## src/rtl/gtepd_pkg.sv

```systemverilog
// Package for the gate, trigger and end-of-phrase detector.
// It holds the widths, the reset values of the registers and the register index codes.
// It has no dependencies.
`default_nettype none

package gtepd_pkg;

  localparam int unsigned SAMPLE_WIDTH = 16;
  localparam int unsigned COUNT_WIDTH  = 16;
  localparam int unsigned THRESH_WIDTH = 15;

  localparam int unsigned MAG_WIDTH = SAMPLE_WIDTH - 1;
  localparam int unsigned CMP_WIDTH = (MAG_WIDTH > THRESH_WIDTH) ? MAG_WIDTH : THRESH_WIDTH;
  localparam int unsigned CFG_DATA_WIDTH =
      (COUNT_WIDTH > THRESH_WIDTH) ? COUNT_WIDTH : THRESH_WIDTH;
  localparam int unsigned CFG_INDEX_WIDTH = 2;

  localparam logic [THRESH_WIDTH-1:0] GATE_THRESH_RESET = THRESH_WIDTH'(3277);
  localparam logic [THRESH_WIDTH-1:0] TRIG_THRESH_RESET = THRESH_WIDTH'(16384);
  localparam logic [COUNT_WIDTH-1:0]  PULSE_LEN_RESET   = COUNT_WIDTH'(48);
  localparam logic [COUNT_WIDTH-1:0]  MIN_SILENCE_RESET = COUNT_WIDTH'(4800);

  typedef enum logic [CFG_INDEX_WIDTH-1:0] {
    RegGateThreshold    = 2'd0,
    RegTriggerThreshold = 2'd1,
    RegPulseLength      = 2'd2,
    RegMinSilence       = 2'd3
  } cfg_reg_e;

endpackage

`default_nettype wire

```

## src/rtl/gate_trigger_end_of_phrase_detector.sv

```systemverilog
// Top level of the gate, trigger and end-of-phrase detector.
// Uses gtepd_pkg for widths, reset values and register index codes.
`default_nettype none

// The block accepts one signed sample per clock cycle while the input is not stalled,
// and returns one request with the gate, trigger and end-of-phrase flags for that
// sample. A sample passes an input register and then the result register, which holds
// its flags on the outputs until they are taken; the detector state is updated as the
// sample leaves the input register. The input stalls only while both registers are
// full and the result is stalled. Configuration writes are always ready and take effect
// for samples that leave the input register after the write; they are meant to be made
// while no sample is in flight.
module gate_trigger_end_of_phrase_detector (
  input  wire logic                                  clk_i,
  input  wire logic                                  rst_ni,
  input  wire logic                                  in_valid_i,
  output logic                                       in_stall_o,
  input  wire logic signed [gtepd_pkg::SAMPLE_WIDTH-1:0] sample_i,
  output logic                                       out_valid_o,
  input  wire logic                                  out_stall_i,
  output logic                                       gate_o,
  output logic                                       trigger_o,
  output logic                                       end_of_phrase_o,
  input  wire logic                                  cfg_valid_i,
  output logic                                       cfg_ready_o,
  input  wire logic [gtepd_pkg::CFG_INDEX_WIDTH-1:0] cfg_index_i,
  input  wire logic [gtepd_pkg::CFG_DATA_WIDTH-1:0]  cfg_data_i
);

  localparam int unsigned SW = gtepd_pkg::SAMPLE_WIDTH;
  localparam int unsigned CW = gtepd_pkg::COUNT_WIDTH;
  localparam int unsigned TW = gtepd_pkg::THRESH_WIDTH;
  localparam int unsigned MW = gtepd_pkg::MAG_WIDTH;
  localparam int unsigned KW = gtepd_pkg::CMP_WIDTH;

  // Configuration registers.
  logic [TW-1:0] gate_thr_q, trig_thr_q;
  logic [CW-1:0] pulse_len_q, min_silence_q;

  assign cfg_ready_o = 1'b1;

  always_ff @(posedge clk_i or negedge rst_ni) begin
    if (!rst_ni) begin
      gate_thr_q    <= gtepd_pkg::GATE_THRESH_RESET;
      trig_thr_q    <= gtepd_pkg::TRIG_THRESH_RESET;
      pulse_len_q   <= gtepd_pkg::PULSE_LEN_RESET;
      min_silence_q <= gtepd_pkg::MIN_SILENCE_RESET;
    end else if (cfg_valid_i && cfg_ready_o) begin
      unique case (gtepd_pkg::cfg_reg_e'(cfg_index_i))
        gtepd_pkg::RegGateThreshold:    gate_thr_q    <= cfg_data_i[TW-1:0];
        gtepd_pkg::RegTriggerThreshold: trig_thr_q    <= cfg_data_i[TW-1:0];
        gtepd_pkg::RegPulseLength:      pulse_len_q   <= cfg_data_i[CW-1:0];
        gtepd_pkg::RegMinSilence:       min_silence_q <= cfg_data_i[CW-1:0];
        default: ;
      endcase
    end
  end

  // Pipeline control: the result register can load when empty or being taken.
  logic          s1_valid_q;
  logic [SW-1:0] s1_sample_q;
  logic          out_free;
  logic          s1_advance;
  logic          in_accept;

  assign out_free   = !out_valid_o || !out_stall_i;
  assign s1_advance = s1_valid_q && out_free;
  assign in_stall_o = s1_valid_q && !out_free;
  assign in_accept  = in_valid_i && !in_stall_o;

  always_ff @(posedge clk_i or negedge rst_ni) begin
    if (!rst_ni) begin
      s1_valid_q <= 1'b0;
    end else if (in_accept) begin
      s1_valid_q <= 1'b1;
    end else if (s1_advance) begin
      s1_valid_q <= 1'b0;
    end
  end

  always_ff @(posedge clk_i) begin
    if (in_accept) begin
      s1_sample_q <= sample_i;
    end
  end

  // Magnitude with saturation of the most negative sample.
  logic [SW-1:0] neg_sample;
  logic [MW-1:0] mag;
  logic [KW-1:0] mag_k, gate_thr_k, trig_thr_k;

  assign neg_sample = (~s1_sample_q) + SW'(1);

  always_comb begin
    if (!s1_sample_q[SW-1]) begin
      mag = s1_sample_q[MW-1:0];
    end else if (neg_sample[SW-1]) begin
      mag = {MW{1'b1}};
    end else begin
      mag = neg_sample[MW-1:0];
    end
  end

  assign mag_k      = KW'(mag);
  assign gate_thr_k = KW'(gate_thr_q);
  assign trig_thr_k = KW'(trig_thr_q);

  // Detector state.
  logic          was_above_q, was_above_d;
  logic [CW-1:0] trig_rem_q, trig_rem_d;
  logic          in_peak_q, in_peak_d;
  logic [CW-1:0] silence_q, silence_d;
  logic [CW-1:0] eop_rem_q, eop_rem_d;

  logic          gate_d, trigger_d, eop_d;
  logic          above;
  logic [CW-1:0] trig_load, eop_load, silence_inc;

  always_comb begin
    gate_d      = mag_k > gate_thr_k;
    above       = mag_k > trig_thr_k;
    was_above_d = above;

    trig_load  = (above && !was_above_q) ? pulse_len_q : trig_rem_q;
    trigger_d  = trig_load != '0;
    trig_rem_d = trigger_d ? trig_load - CW'(1) : trig_load;

    in_peak_d   = in_peak_q;
    silence_d   = silence_q;
    eop_load    = eop_rem_q;
    silence_inc = (silence_q != {CW{1'b1}}) ? silence_q + CW'(1) : silence_q;
    if (in_peak_q) begin
      if (mag_k < gate_thr_k) begin
        silence_d = silence_inc;
        if (silence_inc >= min_silence_q) begin
          in_peak_d = 1'b0;
          eop_load  = pulse_len_q;
        end
      end else begin
        silence_d = '0;
      end
    end else if (gate_d) begin
      in_peak_d = 1'b1;
      silence_d = '0;
    end

    eop_d     = eop_load != '0;
    eop_rem_d = eop_d ? eop_load - CW'(1) : eop_load;
  end

  always_ff @(posedge clk_i or negedge rst_ni) begin
    if (!rst_ni) begin
      was_above_q <= 1'b0;
      trig_rem_q  <= '0;
      in_peak_q   <= 1'b0;
      silence_q   <= '0;
      eop_rem_q   <= '0;
    end else if (s1_advance) begin
      was_above_q <= was_above_d;
      trig_rem_q  <= trig_rem_d;
      in_peak_q   <= in_peak_d;
      silence_q   <= silence_d;
      eop_rem_q   <= eop_rem_d;
    end
  end

  // Result register.
  always_ff @(posedge clk_i or negedge rst_ni) begin
    if (!rst_ni) begin
      out_valid_o <= 1'b0;
    end else if (out_free) begin
      out_valid_o <= s1_valid_q;
    end
  end

  always_ff @(posedge clk_i) begin
    if (s1_advance) begin
      gate_o          <= gate_d;
      trigger_o       <= trigger_d;
      end_of_phrase_o <= eop_d;
    end
  end

endmodule

`default_nettype wire
```

## config.mk

```make
export PLATFORM = sky130hd
export DESIGN_NAME = gate_trigger_end_of_phrase_detector
export DESIGN_NICKNAME = d
export VERILOG_FILES = /design/src/rtl/gtepd_pkg.sv /design/src/rtl/gate_trigger_end_of_phrase_detector.sv
export SDC_FILE = /design/constraint.sdc
export NUM_CORES = 1
export LEC_CHECK = 0
export BUFFER_PORTS_ARGS = -buffer_cell sky130_fd_sc_hd__buf_2
export CAP_MARGIN = 30
export CELL_PAD_IN_SITES_DETAIL_PLACEMENT = 0
export CELL_PAD_IN_SITES_GLOBAL_PLACEMENT = 1
export CORE_UTILIZATION = 44
export DETAILED_ROUTE_END_ITERATION = 7
export GPL_TIMING_DRIVEN = 0
export PLACE_DENSITY_LB_ADDON = 0.1
export SYNTH_ARGS = -nofsm -noshare
export SYNTH_HDL_FRONTEND = slang
export SYNTH_SLANG_ARGS = --single-unit
```

## constraint.sdc

```tcl
create_clock -name clk_i -period 5.7 [get_ports clk_i]
set_input_delay 0.855 -clock clk_i [delete_from_list [all_inputs] [get_ports clk_i]]
set_output_delay 0.855 -clock clk_i [all_outputs]
set_load 0.01 [all_outputs]
```

==> impl_metrics.py, run 1 <==
metrics = {
    "global_routing": {
        "grt.total_usage": 0.239,
        "use_met1": 0.312,
        "grtUsageMet3": 0.0509,
        "antenna_found_initial": 0,
        "gr-total-overflow": 0,
        "grt_pass1_vias": 6821,
        "grt_max_degree": 82,
        "grt-busiest-layer": "met2",
        "use_met2": 0.394,
        "grt_pass1_wl_um": 35800,
    },
    "routing": {
        "num_vias": 7103,
        "drtIter0Drc": 504,
        "drtPass1Iterations": 5,
        "drc": 0,
        "postRouteAntennaNets": 0,
        "viasPerCell": 5.81,
        "wl_um": 22900,
        "wl_per_cell_um": 18.8,
    },
    "floorplanning": {
        "die-area_mm2": 0.0194,
        "coreArea_mm2": 0.0182,
        "start_util": 0.456,
        "fp.dieW_um": 139,
        "row_count": 49,
        "fp.dieH_um": 139,
        "io_pins": 45,
    },
    "sta": {
        "period_share": 0.959,
        "worstMarginPinSlew_ns": 0.764,
        "maxSlewViolCount": 0,
        "hold_violations": 0,
        "finalSetupViolCount": 0,
        "slew_headroom": 0.487,
        "fmax_mhz": 183,
        "skew_ns": 0.00874,
        "fin_crit_ns": 5.47,
        "fin_ws_ns": 0.232,
    },
    "logic_synthesis": {
        "yosys_warnings": 0,
        "async_flop_share": 0.857,
        "ys.flop_type": "dfrtp_1",
        "synth-edff-count": 19,
        "syn_area_mm2": 0.00831,
        "synth_seq_cells": 133,
        "netlist_instances": 887,
        "ys_seq_area_frac": 0.414,
        "synth.avg_cell_area_um2": 9.37,
        "synthDistinctLibCells": 72,
        "synth_nets": 977,
    },
    "clock_tree": {
        "cts_tree": "yes",
        "clock_latency_ns": 0.41,
        "cts.path.max_buffers": 2,
        "clk_pin_slew_ns": 0.06,
        "cts_buffers": 17,
        "htree_levels": 4,
        "cts_root_buf": "clkbuf_16",
        "cts_hold_buf": 0,
        "cts_sinks": 133,
    },
    "min_path": {
        "hp-class": "in -> async",
    },
    "cells_and_area": {
        "diodes": 0,
        "post-route-util": 0.547,
        "drive_gt1_frac": 0.235,
        "area_growth_pct": 20.0,
        "nets": 1070,
    },
    "worst_setup_path": {
        "r2r-end": "eop_rem_q[12]",
        "slowest_delay_ns": 0.47,
        "worstPathCellList": "ha_1 > and2_1 > and4_1 > clkbuf_4 > nand2b_1 > or4_1 > xnor2_1 > ha_1 > nand4_1 > nor2_1 > a221oi_2 > a21boi_4 > nand2_4 > buf_8 > buf_8 > mux2i_4 > ha_4 > nand3_1 > nor3_2 > a31oi_2 > or4_4 > mux2i_1 > a221o_1",
        "arrival_ns": 5.76,
        "path_class": "reg -> reg",
        "cp-start-kind": "flip-flop",
        "end_kind": "flip-flop",
        "cp_slowest_cell": "or4_4",
        "crit_path_end": "eop_rem_q[12]",
        "reg2reg_from": "silence_q[0]",
        "crit_start": "silence_q[0]",
        "critPathMaxFanout": 10,
        "reg2reg_slack_ns": 0.23,
        "required_ns": 5.99,
        "ff2ff_path_depth": 23,
    },
    "outcome": {
        "status": "finished clean",
    },
    "placement": {
        "gp_congestion": 0.929,
        "port_buffers": 43,
        "dp_hpwl_um": 16600,
        "preCtsSetupSlack_ns": -1.09,
    },
    "power_and_ir_drop": {
        "ir_drop_mv": 0.239,
        "power.total_mw": 3.39,
        "leakagePower_nw": 4.42,
        "powerDensity_mw_per_mm2": 340,
    },
    "flow_run": {
        "cap_violations": 0,
    },
}
==> layout make-up <==
class	count	area (µm²)
Buffer	34	178
Clock buffer	19	433
Clock inverter	13	159
Fill cell	1657	8240
Inverter	58	218
Multi-Input combinational cell	661	4770
Sequential cell	133	3440
Tap cell	229	287
Timing Repair Buffer	75	482
==> worst min path at each step <==
stage	from	depth (start not counted)	endpoint	slack, ns
3_3_place_gp	was_above_q	2	was_above_q	0.46
5_1_grt	rst_ni	1	trig_rem_q[8]	0.34
4_1_cts	rst_ni	1	trig_rem_q[7]	0.34
3_5_place_dp	was_above_q	2	was_above_q	0.47
6_report	rst_ni	1	trig_rem_q[7]	0.34
2_1_floorplan	was_above_q	2	was_above_q	0.45
==> kinds of logic (layout without fill, tap and decap cells) <==
family,count (synthesis),after routing,synth area share
other cells,1,1,0.000451
xor+xnor,34,34,0.0358
simple gates,290,290,0.171
mux,75,75,0.0988
flops,133,133,0.414
compound gates,210,210,0.160
fa+ha+maj,51,51,0.0768
buf+inv,93,199,0.0434
==> flip-flops by register name, summed over array words and instances, names as in the netlist <==
signal	cells
gate_o	1
pulse_len_q	16
s1_sample_q	16
was_above_q	1
s1_valid_q	1
trig_thr_k	15
min_silence_q	16
end_of_phrase_o	1
trigger_o	1
gate_thr_k	15
silence_q	16
in_peak_q	1
trig_rem_q	16
eop_rem_q	16
out_valid_o	1
==> stage by stage <==
stage	cells	cell area, µm²	setup TNS [ns]	hold slack [ns]
floorplan	887	8310	0	0.449
global placement	1159	8810	-16.84	0.461
detailed placement	1160	8840	-22.09	0.475
CTS	1202	9700	0	0.340
global route	1222	9970	-0.0192	0.340
finish	1222	9970	0	0.335
==> power by group <==
part | switching, mW | internal [mW]
clock network | 0.413 | 0.685
logic | 0.538 | 0.412
registers | 0.186 | 1.15
total | 1.14 | 2.25
==> worst max-delay path: cells and delay by family, from the launching register on <==
kind,cells,cell delay (ns)
simple gates,10,2.08
mux,2,0.43
flops,1,0.45
xor+xnor,1,0.26
buf+inv,3,0.53
fa+ha+maj,3,0.73
compound gates,4,0.86
==> routing by layer <==
layer,vias up,wire (µm)
met1,3457,10300
met3,22,1150
li1,3399,-
met4,0,329
met2,225,11100
met5,-,0
==> Yosys cell counts, types with 3 or more instances <==
| cell | number | area share |
|---|---|---|
| inv_1 | 57 | 0.026 |
| nand2b_1 | 10 | 0.0075 |
| a21oi_1 | 63 | 0.038 |
| a22o_1 | 12 | 0.013 |
| or3_1 | 11 | 0.0083 |
| nor2_1 | 65 | 0.029 |
| nand3_1 | 27 | 0.016 |
| a211o_1 | 3 | 0.0032 |
| or4_1 | 8 | 0.0072 |
| o31ai_1 | 12 | 0.011 |
| dfrtp_1 | 100 | 0.30 |
| nand4_1 | 10 | 0.0075 |
| nor4b_1 | 3 | 0.0032 |
| o21ai_0 | 55 | 0.033 |
| mux2_2 | 55 | 0.075 |
| nand3b_1 | 4 | 0.0036 |
| a221oi_1 | 4 | 0.0042 |
| xor2_1 | 22 | 0.023 |
| nor2b_1 | 4 | 0.0030 |
| o21ai_1 | 3 | 0.0018 |
| a21o_1 | 5 | 0.0045 |
| nand2_1 | 88 | 0.040 |
| nor3_1 | 26 | 0.016 |
| dfstp_2 | 14 | 0.044 |
| mux2i_1 | 19 | 0.023 |
| and3_1 | 10 | 0.0075 |
| nor4_1 | 7 | 0.0053 |
| buf_2 | 3 | 0.0018 |
| xnor2_1 | 12 | 0.013 |
| and2_1 | 4 | 0.0030 |
| o21a_1 | 10 | 0.0090 |
| ha_1 | 51 | 0.077 |
| edfxtp_1 | 19 | 0.069 |
| o211ai_1 | 8 | 0.0072 |
| a31oi_1 | 9 | 0.0068 |
| clkbuf_1 | 29 | 0.013 |
==> cell usage in the layout (no fill, tap or decap), types with 9 or more instances in the layout <==
cell and n:
clkbuf_1 27, buf_4 32, nand3_1 26, nand2_1 87, dfstp_2 14, nor2_1 62, xor2_1 22, ha_1 48
mux2_2 55, clkbuf_16 17, mux2i_1 18, inv_1 57, xnor2_1 11, a21oi_1 61, dfrtp_1 99, nor3_1 19
edfxtp_1 19, nand4_1 10, o31ai_1 9, o21a_1 10, nand2b_1 10, buf_2 43, o21ai_0 54, a22o_1 12
or3_1 10
==> timing repair <==
action / CTS / global route
buffers inserted: 11 / 20
gates resized for setup: 43 / 27
pin swaps: 10 / 17
endpoints found under the setup margin: 34 / 22
Power figures use the tool's default switching activity.
==> run 2: changes to the inputs <==
- CORE_MARGIN: default -> 10
==> impl_metrics.py, run 2 (same netlist as run 1, synthesis figures left out) <==
metrics = {
    "outcome": {
        "status": "finished clean",
    },
    "sta": {
        "rsz0062_at_grt": "true",
        "skew_ns": 0.0119,
        "maxSlewViolCount": 0,
        "fin_ws_ns": 0.163,
        "finalSetupViolCount": 0,
        "hold_violations": 0,
        "fmax_mhz": 181,
        "slew_headroom": 0.497,
        "worstMarginPinSlew_ns": 0.750,
        "fin_crit_ns": 5.54,
        "hold_slack_ns": 0.336,
        "period_share": 0.971,
    },
    "floorplanning": {
        "io_pins": 45,
        "fp.dieH_um": 157,
        "row_count": 50,
        "start_util": 0.446,
        "die-area_mm2": 0.0248,
        "coreArea_mm2": 0.0186,
        "fp.dieW_um": 157,
    },
    "global_routing": {
        "grt_pass1_vias": 7136,
        "grt_max_degree": 76,
        "antenna_found_initial": 0,
        "grt.total_usage": 0.194,
        "grt_pass1_wl_um": 37700,
        "gr-total-overflow": 0,
    },
    "clock_tree": {
        "cts_sinks": 133,
        "clock_latency_ns": 0.43,
        "clk_pin_slew_ns": 0.06,
        "cts_root_buf": "clkbuf_16",
        "cts.path.max_buffers": 2,
        "htree_levels": 4,
        "cts_buffers": 17,
        "cts_tree": "yes",
        "cts_hold_buf": 0,
    },
    "power_and_ir_drop": {
        "p_switching_mw": 1.18,
        "pwr-share-clk": 0.305,
        "leakagePower_nw": 4.39,
        "ir_drop_mv": 0.282,
        "sw_frac_of_total": 0.354,
        "pwr-share-seq": 0.401,
        "powerDensity_mw_per_mm2": 336,
        "power_frac_comb": 0.294,
        "power.total_mw": 3.34,
        "internal_power_mw": 2.16,
    },
    "worst_setup_path": {
        "path_class": "reg -> reg",
        "cp-start-kind": "flip-flop",
        "required_ns": 6.01,
        "arrival_ns": 5.85,
        "slowest_delay_ns": 0.60,
        "reg2reg_from": "s1_sample_q[9]",
        "worstPathCellList": "or4_4 > or3_4 > or3_1 > nand2b_1 > a21oi_1 > a31oi_1 > ha_1 > and4_1 > and3_4 > o31ai_2 > o2111a_2 > nand2_4 > buf_8 > buf_8 > mux2i_4 > ha_4 > nand3_1 > nor3_2 > a31oi_2 > or4_4 > mux2i_1 > a221o_1",
        "cp_slowest_cell": "or4_4",
        "crit_start": "s1_sample_q[9]",
        "critPathMaxFanout": 10,
        "end_kind": "flip-flop",
    },
    "cells_and_area": {
        "final_area_mm2": 0.00994,
        "stdcell_count": 1227,
        "mostFrequentLayoutCells": "98 x dfrtp_1, 87 x nand2_1, 62 x nor2_1, 61 x a21oi_1, 57 x inv_1",
        "drive_gt1_frac": 0.239,
        "area_growth_pct": 19.6,
        "diodes": 0,
        "final_common_cell": "dfrtp_1",
        "fillers": 1714,
        "nets": 1070,
    },
    "placement": {
        "port_buffers": 43,
        "dp_hpwl_um": 17300,
        "gp_congestion": 0.905,
        "dpl_cell_area_mm2": 0.00885,
        "dp_cells": 1165,
        "preCtsSetupSlack_ns": -1.14,
    },
    "flow_run": {
        "cap_violations": 0,
    },
    "routing": {
        "num_vias": 7031,
        "drc": 0,
        "drtIter0Drc": 330,
        "viasPerCell": 5.73,
        "drtPass1Iterations": 5,
        "postRouteAntennaNets": 0,
        "wl_um": 23600,
        "wl_per_cell_um": 19.3,
    },
    "min_path": {
        "hp-class": "in -> async",
    },
}
run 2: timing repair:
item | in CTS | in global routing
endpoints found under the setup margin | 34 | 28
buffers inserted | 11 | 20
resized for setup | 40 | 35
pin swaps | 8 | 18
hold endpoints to repair | 0 | 0
run 2: worst max-delay path, delay by kind of cell (launching register included):
kind | cells | cell delay, ns
simple gates | 10 | 2.83
compound gates | 6 | 0.90
fa+ha+maj | 2 | 0.53
mux | 2 | 0.42
flops | 1 | 0.39
buf+inv | 2 | 0.33
run 2: final cells by class:
class / instances / area (µm²) / share of cell area
multi-input cells: 661 / 4780 / 0.481
flip-flops and latches: 133 / 3440 / 0.346
repair buffers: 75 / 482 / 0.0485
clock buffers: 19 / 443 / 0.0446
well taps: 234 / 293 / 0.0295
inverters: 58 / 218 / 0.0219
plain buffers: 34 / 178 / 0.0179
clock inverters: 13 / 103 / 0.0103
run 2: routing by layer:
| metal | up-vias | share of wire | global-route usage |
|---|---|---|---|
| met5 | - | 0 | 0 |
| met4 | 0 | 0.019 | 0.0592 |
| met3 | 31 | 0.047 | 0.0401 |
| met2 | 176 | 0.48 | 0.320 |
| met1 | 3447 | 0.45 | 0.249 |
| li1 | 3377 | - | - |
run 2: metrics by stage:
| stage | utilization | TNS (ns) |
|---|---|---|
| 6_report | 0.533 | 0 |
| 5_1_grt | 0.533 | -0.0616 |
| 4_1_cts | 0.517 | 0 |
| 3_5_place_dp | 0.475 | -21.02 |
| 3_3_place_gp | 0.473 | -17.51 |
| 2_1_floorplan | - | 0 |
run 2: worst paths after layout:
kind,slack (ns),to,cells past startpoint
max reg2reg,0.16,eop_rem_q[12],22
max in group asynchronous,4.63,gate_thr_k[2],2
min reg2reg,0.49,was_above_q,2
min,0.34,trig_rem_q[7],1
min in group clk_i,0.49,was_above_q,2
max,0.16,eop_rem_q[12],22
run 2: power by group through the flow:
stage | sequential [mW] | clock [mW] | combinational, mW
floorplan | 1.28 | 0 | 0.618
global placement | 1.33 | 0 | 0.819
detailed placement | 1.34 | 0 | 0.856
CTS | 1.33 | 1.04 | 0.906
global route | 1.36 | 1.08 | 1.11
finish | 1.34 | 1.02 | 0.982
